$ cat src/hcd_pkg.sv
// Shared types and constants for the HTTP chunked body decoder.
// No dependencies; imported by every module under src.
package hcd_pkg;

  localparam int SIZE_BITS_DEF = 32;

  localparam logic [7:0] CH_CR = 8'h0D;
  localparam logic [7:0] CH_LF = 8'h0A;

  typedef struct packed {
    logic [7:0] in_byte;
    logic       end_of_input;
  } in_word_t;

  typedef struct packed {
    logic [7:0] out_byte;
    logic       closed;
  } out_word_t;

  // Input register contents handed to the parser
  typedef struct packed {
    logic     valid;
    in_word_t word;
  } in_item_t;

  // Parser result handed to the output register
  typedef struct packed {
    logic      valid;
    out_word_t word;
  } res_item_t;

  typedef enum logic [2:0] {
    PH_CR     = 3'd0,
    PH_LF     = 3'd1,
    PH_HEX    = 3'd2,
    PH_SKIP   = 3'd3,
    PH_DATA   = 3'd4,
    PH_CLOSED = 3'd5
  } phase_e;

  typedef struct packed {
    logic       valid;
    logic [3:0] value;
  } hex_t;

  function automatic hex_t hex_decode(logic [7:0] c);
    hex_t h;
    h.valid = 1'b1;
    h.value = 4'd0;
    if (c >= 8'h30 && c <= 8'h39) begin
      h.value = 4'(c - 8'h30);
    end else if (c >= 8'h41 && c <= 8'h46) begin
      h.value = 4'(c - 8'h41 + 8'd10);
    end else if (c >= 8'h61 && c <= 8'h66) begin
      h.value = 4'(c - 8'h61 + 8'd10);
    end else begin
      h.valid = 1'b0;
    end
    return h;
  endfunction

endpackage

$ cat src/http_chunked_decoder_top.sv
// HTTP chunked body decoder, top level. Takes one body byte per word and
// returns payload bytes, then one word with closed set at the end of stream.
// Bytes pass an input and a result register; a new byte is taken every cycle
// unless the output stalls; the phase and chunk size registers update per
// byte. Words with closed set carry out_byte 0; after close
// all input is swallowed without result. Depends on hcd_pkg and submodules.
module http_chunked_decoder_top #(
  parameter int SIZE_BITS = hcd_pkg::SIZE_BITS_DEF
) (
  input  logic               clk_i,
  input  logic               rst_ni,
  input  logic               in_valid_i,
  output logic               in_stall_o,
  input  hcd_pkg::in_word_t  in_word_i,
  output logic               out_valid_o,
  input  logic               out_stall_i,
  output hcd_pkg::out_word_t out_word_o
);
  import hcd_pkg::*;

  in_item_t  item;
  res_item_t res;
  logic      advance;

  hcd_in_stage u_in_stage (
    .clk_i      (clk_i),
    .rst_ni     (rst_ni),
    .in_valid_i (in_valid_i),
    .in_stall_o (in_stall_o),
    .in_word_i  (in_word_i),
    .advance_i  (advance),
    .item_o     (item)
  );

  hcd_parser #(
    .SIZE_BITS (SIZE_BITS)
  ) u_parser (
    .clk_i     (clk_i),
    .rst_ni    (rst_ni),
    .item_i    (item),
    .advance_i (advance),
    .res_o     (res)
  );

  hcd_out_stage u_out_stage (
    .clk_i       (clk_i),
    .rst_ni      (rst_ni),
    .res_i       (res),
    .advance_o   (advance),
    .out_valid_o (out_valid_o),
    .out_stall_i (out_stall_i),
    .out_word_o  (out_word_o)
  );

endmodule

$ cat src/hcd_in_stage.sv
// Input register of the chunked decoder: holds one accepted word.
// Depends on hcd_pkg.
module hcd_in_stage (
  input  logic              clk_i,
  input  logic              rst_ni,
  input  logic              in_valid_i,
  output logic              in_stall_o,
  input  hcd_pkg::in_word_t in_word_i,
  input  logic              advance_i,
  output hcd_pkg::in_item_t item_o
);
  import hcd_pkg::*;

  logic     in_valid_q;
  in_word_t in_word_q;

  // Held word blocks a new one only when the parser cannot move
  assign in_stall_o = in_valid_q && !advance_i;

  always_ff @(posedge clk_i or negedge rst_ni) begin
    if (!rst_ni) begin
      in_valid_q <= 1'b0;
    end else if (!in_stall_o) begin
      in_valid_q <= in_valid_i;
    end
  end

  always_ff @(posedge clk_i) begin
    if (in_valid_i && !in_stall_o) begin
      in_word_q <= in_word_i;
    end
  end

  assign item_o.valid = in_valid_q;
  assign item_o.word  = in_word_q;

endmodule

$ cat src/hcd_parser.sv
// Byte parser of the chunked decoder: phase and chunk size state plus the
// per-byte step logic. Depends on hcd_pkg.
module hcd_parser #(
  parameter int SIZE_BITS = hcd_pkg::SIZE_BITS_DEF
) (
  input  logic               clk_i,
  input  logic               rst_ni,
  input  hcd_pkg::in_item_t  item_i,
  input  logic               advance_i,
  output hcd_pkg::res_item_t res_o
);
  import hcd_pkg::*;

  phase_e               phase_q, phase_d;
  logic [SIZE_BITS-1:0] rem_q, rem_d;

  logic       step;
  logic [7:0] b;
  logic       eoi;
  logic       is_cr;
  logic       is_lf;
  hex_t       hex;
  logic       lf_stage;
  logic       hex_stage;
  logic       rem_zero;
  logic       sat;

  assign step     = item_i.valid && advance_i;
  assign b        = item_i.word.in_byte;
  assign eoi      = item_i.word.end_of_input;
  assign is_cr    = (b == CH_CR);
  assign is_lf    = (b == CH_LF);
  assign hex      = hex_decode(b);
  assign rem_zero = (rem_q == '0);
  assign sat      = |rem_q[SIZE_BITS-1:SIZE_BITS-4];

  // Optional CR falls through to optional LF, which falls through to hex
  assign lf_stage  = (phase_q == PH_LF) || ((phase_q == PH_CR) && !is_cr);
  assign hex_stage = (phase_q == PH_HEX) || (lf_stage && !is_lf);

  // Next state
  always_comb begin
    phase_d = phase_q;
    rem_d   = rem_q;
    if (step) begin
      case (phase_q)
        PH_CR, PH_LF, PH_HEX, PH_SKIP, PH_DATA: begin
          if (eoi) begin
            phase_d = PH_CLOSED;
            rem_d   = '0;
          end else if (phase_q == PH_DATA) begin
            rem_d = rem_q - SIZE_BITS'(1);
            if (rem_q == SIZE_BITS'(1)) begin
              phase_d = PH_CR;
            end
          end else if ((phase_q == PH_CR) && is_cr) begin
            phase_d = PH_LF;
          end else if (phase_q == PH_SKIP || (phase_q == PH_HEX && is_lf)) begin
            if (is_lf) begin
              phase_d = rem_zero ? PH_CLOSED : PH_DATA;
            end
          end else if (hex_stage) begin
            if (!hex.valid) begin
              phase_d = PH_SKIP;
            end else begin
              phase_d = PH_HEX;
              rem_d   = sat ? '1 : {rem_q[SIZE_BITS-5:0], hex.value};
            end
          end else begin
            // optional LF consumed
            phase_d = PH_HEX;
          end
        end
        default: begin
          phase_d = PH_CLOSED;
        end
      endcase
    end
  end

  // Result
  always_comb begin
    res_o.valid         = 1'b0;
    res_o.word.out_byte = 8'd0;
    res_o.word.closed   = 1'b0;
    if (step) begin
      case (phase_q)
        PH_CR, PH_LF, PH_HEX, PH_SKIP, PH_DATA: begin
          if (eoi) begin
            res_o.valid       = 1'b1;
            res_o.word.closed = 1'b1;
          end else if (phase_q == PH_DATA) begin
            res_o.valid         = 1'b1;
            res_o.word.out_byte = b;
          end else if ((phase_q == PH_SKIP || phase_q == PH_HEX) && is_lf && rem_zero) begin
            res_o.valid       = 1'b1;
            res_o.word.closed = 1'b1;
          end
        end
        default: begin
          res_o.valid = 1'b0;
        end
      endcase
    end
  end

  always_ff @(posedge clk_i or negedge rst_ni) begin
    if (!rst_ni) begin
      phase_q <= PH_CR;
      rem_q   <= '0;
    end else begin
      phase_q <= phase_d;
      rem_q   <= rem_d;
    end
  end

  a_closed_silent: assert property (@(posedge clk_i) disable iff (!rst_ni)
    (phase_q == PH_CLOSED) |-> !res_o.valid)
    else $error("result produced after stream close");

  a_data_nonzero: assert property (@(posedge clk_i) disable iff (!rst_ni)
    (phase_q == PH_DATA) |-> (rem_q != '0))
    else $error("data phase with zero bytes remaining");

  a_close_sticks: assert property (@(posedge clk_i) disable iff (!rst_ni)
    (res_o.valid && res_o.word.closed) |=> (phase_q == PH_CLOSED))
    else $error("close word sent but parser not closed");

  a_data_emits: assert property (@(posedge clk_i) disable iff (!rst_ni)
    (step && phase_q == PH_DATA) |-> res_o.valid)
    else $error("data byte dropped");

endmodule

$ cat src/hcd_out_stage.sv
// Output register of the chunked decoder: holds one result word until taken.
// Depends on hcd_pkg.
module hcd_out_stage (
  input  logic                clk_i,
  input  logic                rst_ni,
  input  hcd_pkg::res_item_t  res_i,
  output logic                advance_o,
  output logic                out_valid_o,
  input  logic                out_stall_i,
  output hcd_pkg::out_word_t  out_word_o
);
  import hcd_pkg::*;

  logic      out_valid_q;
  out_word_t out_word_q;

  // Free, or being taken this cycle
  assign advance_o = !out_valid_q || !out_stall_i;

  always_ff @(posedge clk_i or negedge rst_ni) begin
    if (!rst_ni) begin
      out_valid_q <= 1'b0;
    end else if (advance_o) begin
      out_valid_q <= res_i.valid;
    end
  end

  always_ff @(posedge clk_i) begin
    if (advance_o && res_i.valid) begin
      out_word_q <= res_i.word;
    end
  end

  assign out_valid_o = out_valid_q;
  assign out_word_o  = out_word_q;

endmodule
$ cat config.mk
export PLATFORM = sky130hd
export DESIGN_NAME = http_chunked_decoder_top
export DESIGN_NICKNAME = d
export VERILOG_FILES = /design/src/hcd_pkg.sv /design/src/http_chunked_decoder_top.sv /design/src/hcd_in_stage.sv /design/src/hcd_parser.sv /design/src/hcd_out_stage.sv
export SDC_FILE = /design/constraint.sdc
export NUM_CORES = 1
export LEC_CHECK = 0
export BUFFER_PORTS_ARGS = -buffer_cell sky130_fd_sc_hd__buf_2
export CAP_MARGIN = 20
export CORE_ASPECT_RATIO = 1.4
export CORE_MARGIN = 5
export CORE_UTILIZATION = 27
export DETAILED_ROUTE_END_ITERATION = 6
export GPL_ROUTABILITY_DRIVEN = 0
export GPL_TIMING_DRIVEN = 0
export MAX_ROUTING_LAYER = met4
export SLEW_MARGIN = 20
export SYNTH_ARGS = -nofsm -noshare
export SYNTH_HDL_FRONTEND = slang
export SYNTH_SLANG_ARGS = --single-unit
$ cat constraint.sdc
create_clock -name clk_i -period 7.5 [get_ports clk_i]
set_input_delay 1.125 -clock clk_i [delete_from_list [all_inputs] [get_ports clk_i]]
set_output_delay 1.125 -clock clk_i [all_outputs]
set_load 0.05 [all_outputs]
======== Word level (Yosys, flattened, before mapping) ========
Index checks and enable logic that the tools add are counted.
operators by class
  add/sub/neg operators ................... 6
  $mul .................................... 0
  divide/modulo/power cells ............... 0
  magnitude comparators ................... 6
  equality and inequality tests ........... 11
  shift operators ......................... 0
  mux-type cells .......................... 33
  bitwise logic cells ..................... 3
  reductions and logical operators ........ 34
operator list
  kind                                                             count
  2-to-1 mux 32 bit                                                7
  == test 32 x 1 -> 1 bit (second input constant)                  1
  logical NOT 32 bit                                               1
  subtractor 32 x 1 -> 32 bit (second input constant)              1
  2-to-1 mux 3 bit                                                 7
  == test 8 x 4 -> 1 bit (second input constant)                   2
  >= comparator 8 x 7 -> 1 bit (second input constant)             2
  less-or-equal comparator 8 x 7 -> 1 bit (second input constant)  2
  2-to-1 mux 8 bit                                                 2
  logical AND 1 bit                                                13
  2-to-1 mux 1 bit                                                 12
  2-to-1 mux 4 bit                                                 3
  subtractor 4 x 1 -> 4 bit (second input constant)                3
  2-to-1 mux 10 bit                                                1
  2-to-1 mux 9 bit                                                 1
  adder 4 bit (second input constant)                              2
  >= comparator 8 x 6 -> 1 bit (second input constant)             1
  less-or-equal comparator 8 x 6 -> 1 bit (second input constant)  1
  OR reduction 4 bit                                               2
  == test 3 x 2 -> 1 bit (second input constant)                   2
  logical NOT 1 bit                                                6
  inequality test 3 x 2 -> 1 bit (second input constant)           2
  inequality test 6 x 3 -> 1 bit (second input constant)           1
  AND reduction 6 bit                                              1
  10 further kinds                                                 17
storage, ports and cells
  register bits ........................... 55
  latch bits .............................. 0
  bits in writable memories ............... 0
  memory bits (read-only) ................. 0
  input port bits ......................... 13
  output and inout port bits .............. 11
  logic and storage cells ................. 101
  memories kept ........................... 0

======== Depth between registers and ports, before layout ========
  depth in word-level cells ............... 12
  depth in mapped cells ................... 9
  gate-level depth less buffers ........... 8

======== By module ========
From an unflattened synthesis, not the netlist that was laid out.
unflattened totals
  cells, all modules ...................... 399
  area, all modules ....................... 3606.0 sq um
by module, submodules not included
  module         instances  cells an instance  area an instance (sq um)
  hcd_parser     1          371                2952.8
  hcd_in_stage   1          15                 335.3
  hcd_out_stage  1          13                 317.8

======== Worst setup path before layout ========
No wires, ideal clock.
  kind .................................... reg2reg
  start point ............................. register u_parser.rem_q[9]
  end point ............................... register u_out_stage.out_word_q, in the netlist u_out_stage.out_word_o[0] (enable)
  arrival time ............................ 2692 ps
  required time ........................... 7120 ps
  slack ................................... 4428 ps
  stages on the path, launching flop included .. 8
  path buffers ............................ 2
  period minus slack after synthesis ...... 3072 ps
  path through ............................ dfrtp_1 -> buf_6 -> or4_4 -> or4_4 -> buf_6 -> nor4_4 -> nand4_1 -> a21oi_1
between the ends
  word-level cells in the longest chain between the ends .. 8
RTL lines
  element                   RTL line             RTL
  start: declaration        hcd_parser.sv:15     logic [SIZE_BITS-1:0] rem_q, rem_d;
  start signal: assignment  hcd_parser.sv:113    rem_q <= rem_d;
  logical NOT 32 bit        hcd_parser.sv:34     assign rem_zero = (rem_q == '0);
  logical AND 1 bit         hcd_parser.sv:95     end else if ((phase_q == PH_SKIP || phase_q == PH_HEX) && is_lf && rem_zero) begin
  2-to-1 mux 1 bit          hcd_parser.sv:95
  2-to-1 mux 1 bit          hcd_parser.sv:92     end else if (phase_q == PH_DATA) begin
  2-to-1 mux 1 bit          hcd_parser.sv:89     if (eoi) begin
  2-to-1 mux 1 bit          hcd_parser.sv:87     case (phase_q)
  2-to-1 mux 10 bit         hcd_parser.sv:86     if (step) begin
  logical AND 1 bit         hcd_out_stage.sv:29  if (advance_o && res_i.valid) begin
  end signal: assignment    hcd_out_stage.sv:30  out_word_q <= res_i.word;
  end: declaration          hcd_out_stage.sv:15  out_word_t out_word_q;
Every way passes these cells.
A chain may end at the register's enable or synchronous reset.

======== Worst setup path in the final report ========
  start point ............................. register u_in_stage.in_word_q, in the netlist u_in_stage.item_o[2]
  end point ............................... register u_parser.rem_q[26]
between the ends
  word-level cells in the longest chain between the ends .. 8
  elaborated cells on any way between the ends .. 28
  those cells by class .................... 6 x order compare; 4 x eq/ne; 3 x mux; 15 x reduce/logical
RTL lines
  element                                                               RTL line            RTL
  start: declaration                                                    hcd_in_stage.sv:15  in_word_t in_word_q;
  start signal: assignment                                              hcd_in_stage.sv:30  in_word_q <= in_word_i;
  branches (longest 7 deep; another with >= comparator 8 x 7 -> 1 bit)  -
  AND reduction 6 bit (no source line) (*)                              -
Every way passes the cells marked *.

==> metrics.md <==
| Metric | Value |
|---|---|
| Status | finished clean |
| Remaining antenna violation count | 0 |
| CTS hold repair buffers | 0 |
| Pin count of the biggest net entering global routing | 38 |
| Crit-path max FO | 10 |
| R2R depth | 9 |
| Met1 Use GR | 0.1462 |
| Global Route Usage Sum | 0.1365 |
| Area after DPL | approximately 3800 µm² |
| Most used DFF post-synth | dfrtp_1 |
| Top cell type by total area after synthesis | dfrtp_1 |
| CTS Buf Count | 5 |
| Die area | 15,210 µm² |
| Final Hold Vio Count | 0 |
| CTS tree | yes |
| Hold WS | 553.2 ps |
| Relative slew slack | 0.3735 |
| WL final | 10.11 mm |
| Setup Fix Bufs, Post-CTS | 0 |
| Clock Tree Root | clkbuf_16 |
| Synth unique cells | between 50 and 60 |
| RSZ-0062 raised after global routing | false |
| Syn Std Cell Area | 3460 µm² |
| Hold Path Depth | 1 |
| Count of buffers from port buffering | 23 |
| Top-count cell post-synth | nor2_1 |
| Most crowded layer after global routing | met2 |
| Met3 GRT Util | 0.02876 |
| DRT Pass-1 Iters | 5 |
| Synth cell count leaders | 51 x nor2_1, 38 x a21oi_1, 37 x dfrtp_1 |
| Row Count | 49 |
| Vias in the first global route | 3,249 |
| Synth Net Count | 402 |
| Average size of a mapped cell | around 9.1 µm² |
| First-pass GRT wire length | between 15 and 20 mm |
| Req. time, crit path | just under 8000 ps |
| Starting Density | 0.2726 |
| FILL cells | 1,328 |
| Post-CTS sizing | 0 |
| Via Count | between 3,000 and 4,000 |
| Reg clk slew, reported paths | 80 ps |
| EDFF count, synth | 18 |
| FF+latch count, synth | 55 |
| Core area | 12,690 µm² |
| Syn-to-layout area delta | 13.67% |
| Antenna violations before repair | 0 |
| Critical R2R Launch | u_in_stage.item_o[2] |
| Max Slew Vio Count | 0 |
| Hold EP | u_out_stage.out_valid_o |
| Total grt overflow | 0 |
| IO Pins | 24 |
| CTS H-tree depth | 2 |
| Register area share after synthesis | 0.4239 |
| Reg-to-Reg End | u_parser.rem_q[26] |
| TritonCTS Sinks | 55 |
| Worst-Skew Late Latency | just over 300 ps |
| Post-Place Cells | 559 |
| Met2 usage in global routing | 0.2392 |
| Max Cap Violations | 0 |
| DIE WIDTH | between 100 and 150 µm |
| Layout cells sized above 1 | 0.1280 |
| Die H | approximately 140 µm |
| Crit start category | flip-flop |
| Antenna Cells | 0 |
| Detailed placement HPWL | 7.119 mm |
| Yosys warning count | 0 |
| Worst slew pin tran | 939.8 ps |
| Setup TNS | 0 ps |
| Residual DRC count | 0 |
| First DRT Iteration DRCs | 307 |
| VDD IR max | approximately 0.097 mV |
| Crit path kind | flip-flop to flip-flop |
| Fmax achieved | around 300 MHz |
| Top cells by area, synth | dfrtp_1 27%, edfxtp_1 16%, nor2_1 5.5% |
| Hold Startpoint | u_out_stage.out_valid_o |
| Setup violations, final | 0 |
| DR vias/cell | 5.829 |
| Final Cycle Share | 0.4563 |
| Setup crit end kind | flip-flop |
| Final Cell Area | 3933 µm² |
| Routed wire per std cell | roughly 18 µm |
| Fin cells | roughly 570 |
| Layout net count | 433 |
| Worst Clk Skew | ~5.3 ps |
| Type of the most critical hold path | flip-flop to flip-flop |
| Clk buf depth | 2 |
| Cells after synthesis | around 380 |
| WP data arrival | ~3600 ps |
| R2r setup slk | 4080 ps |
| Async set or reset register ratio after synthesis | 0.6727 |
| Pwr dens | 256.1 nW/µm² |
| Top-area cell type share of the netlist area | 0.2676 |
| Period minus WS final | ~3400 ps |
| Pleak | 0.001494 µW |
-- logic make-up after synthesis --
kind of cell             share of synthesized area
AND/OR/NAND/NOR                             0.2141
flip-flops                                  0.4239
AO/OA/AOI/OAI                               0.2814
buffers and inverters                      0.05208
adder cells (fa/ha/maj)                    0.02532
multiplexers                              0.003255
-- registers in the layout, indices dropped and copies added (netlist names) --
register	flops
u_parser.rem_q	32
u_in_stage.item_o	9
u_out_stage.out_word_o	9
u_parser.phase_q	3
u_in_stage.in_valid_q	1
u_out_stage.out_valid_o	1
-- routing by layer --
layer	part of all wire	wire [µm]	vias up
met5	0	0	-
met4	0.035	357	0
met3	0.060	602	40
met2	0.52	5213	154
met1	0.39	3934	1601
li1	-	-	1510
-- where the power goes --
group          internal [µW]  switching (µW)
Combinational            105             129
Sequential               397             125
Clock                    128             122
-- critical path, stage by stage, from the launching register on --
cell and delay, ps:
edfxtp_1 480, inv_1 160, ha_1 230, o21bai_1 80
a2111oi_1 800, o21bai_1 290, a21o_1 200, clkbuf_1 490
o21ai_0 310, o31ai_1 280
-- final cells by class --
class / count / area, µm² / area share
Sequential cell: 55 / 1466 / 0.3729
Tap cell: 153 / 191.4 / 0.04868
Multi-Input combinational cell: 287 / 1819 / 0.4626
Clock buffer: 5 / 125.1 / 0.03182
Buffer: 29 / 138.9 / 0.03532
Clock inverter: 3 / 27.53 / 0.007000
Inverter: 11 / 41.29 / 0.01050
Timing Repair Buffer: 24 / 122.6 / 0.03118
-- through the flow --
stage               power, µW  utilization  setup slack [ps]
global placement        745.8       0.2968              4062
global route             1058       0.3099              3783
detailed placement      755.3       0.2977              3946
floorplan               669.4            -              4428
CTS                      1005       0.3098              3939
finish                   1007       0.3099              4078
-- placed cells by master, fill, tap and decap left out, types with 3 or more instances in the layout --
cell type  count
clkbuf_1      22
o21ai_0       28
nor3_2         3
buf_2         26
a21oi_1       38
edfxtp_1      18
nor3_1        10
a21o_1         5
o21a_1         6
dfrtp_1       37
or4_1          7
ha_1           7
a31oi_1       10
inv_1         11
a311oi_1       9
and2_1         7
nand2b_1       5
o22a_1        19
o211ai_1       3
nor4_1         9
nand3_1        8
nand2_1       13
nor2_1        51
a311o_1        3
o31ai_1        4
buf_6          3
clkbuf_16      5
a211oi_1       3
-- how the worst max path moves through the flow --
stage	startpoint	end	slack, ps	cells past startpoint
after floorplan	u_parser.rem_q[9]	u_out_stage.out_word_o[0]	4430	7
after global placement	u_in_stage.item_o[2]	u_parser.rem_q[26]	4060	9
after detailed placement	u_in_stage.item_o[2]	u_parser.rem_q[26]	3950	9
after CTS	u_in_stage.item_o[2]	u_parser.rem_q[26]	3940	9
after global routing	u_parser.rem_q[16]	u_out_stage.out_word_o[0]	3780	8
final	u_in_stage.item_o[2]	u_parser.rem_q[26]	4080	9
(Power assumes the default switching activity.)
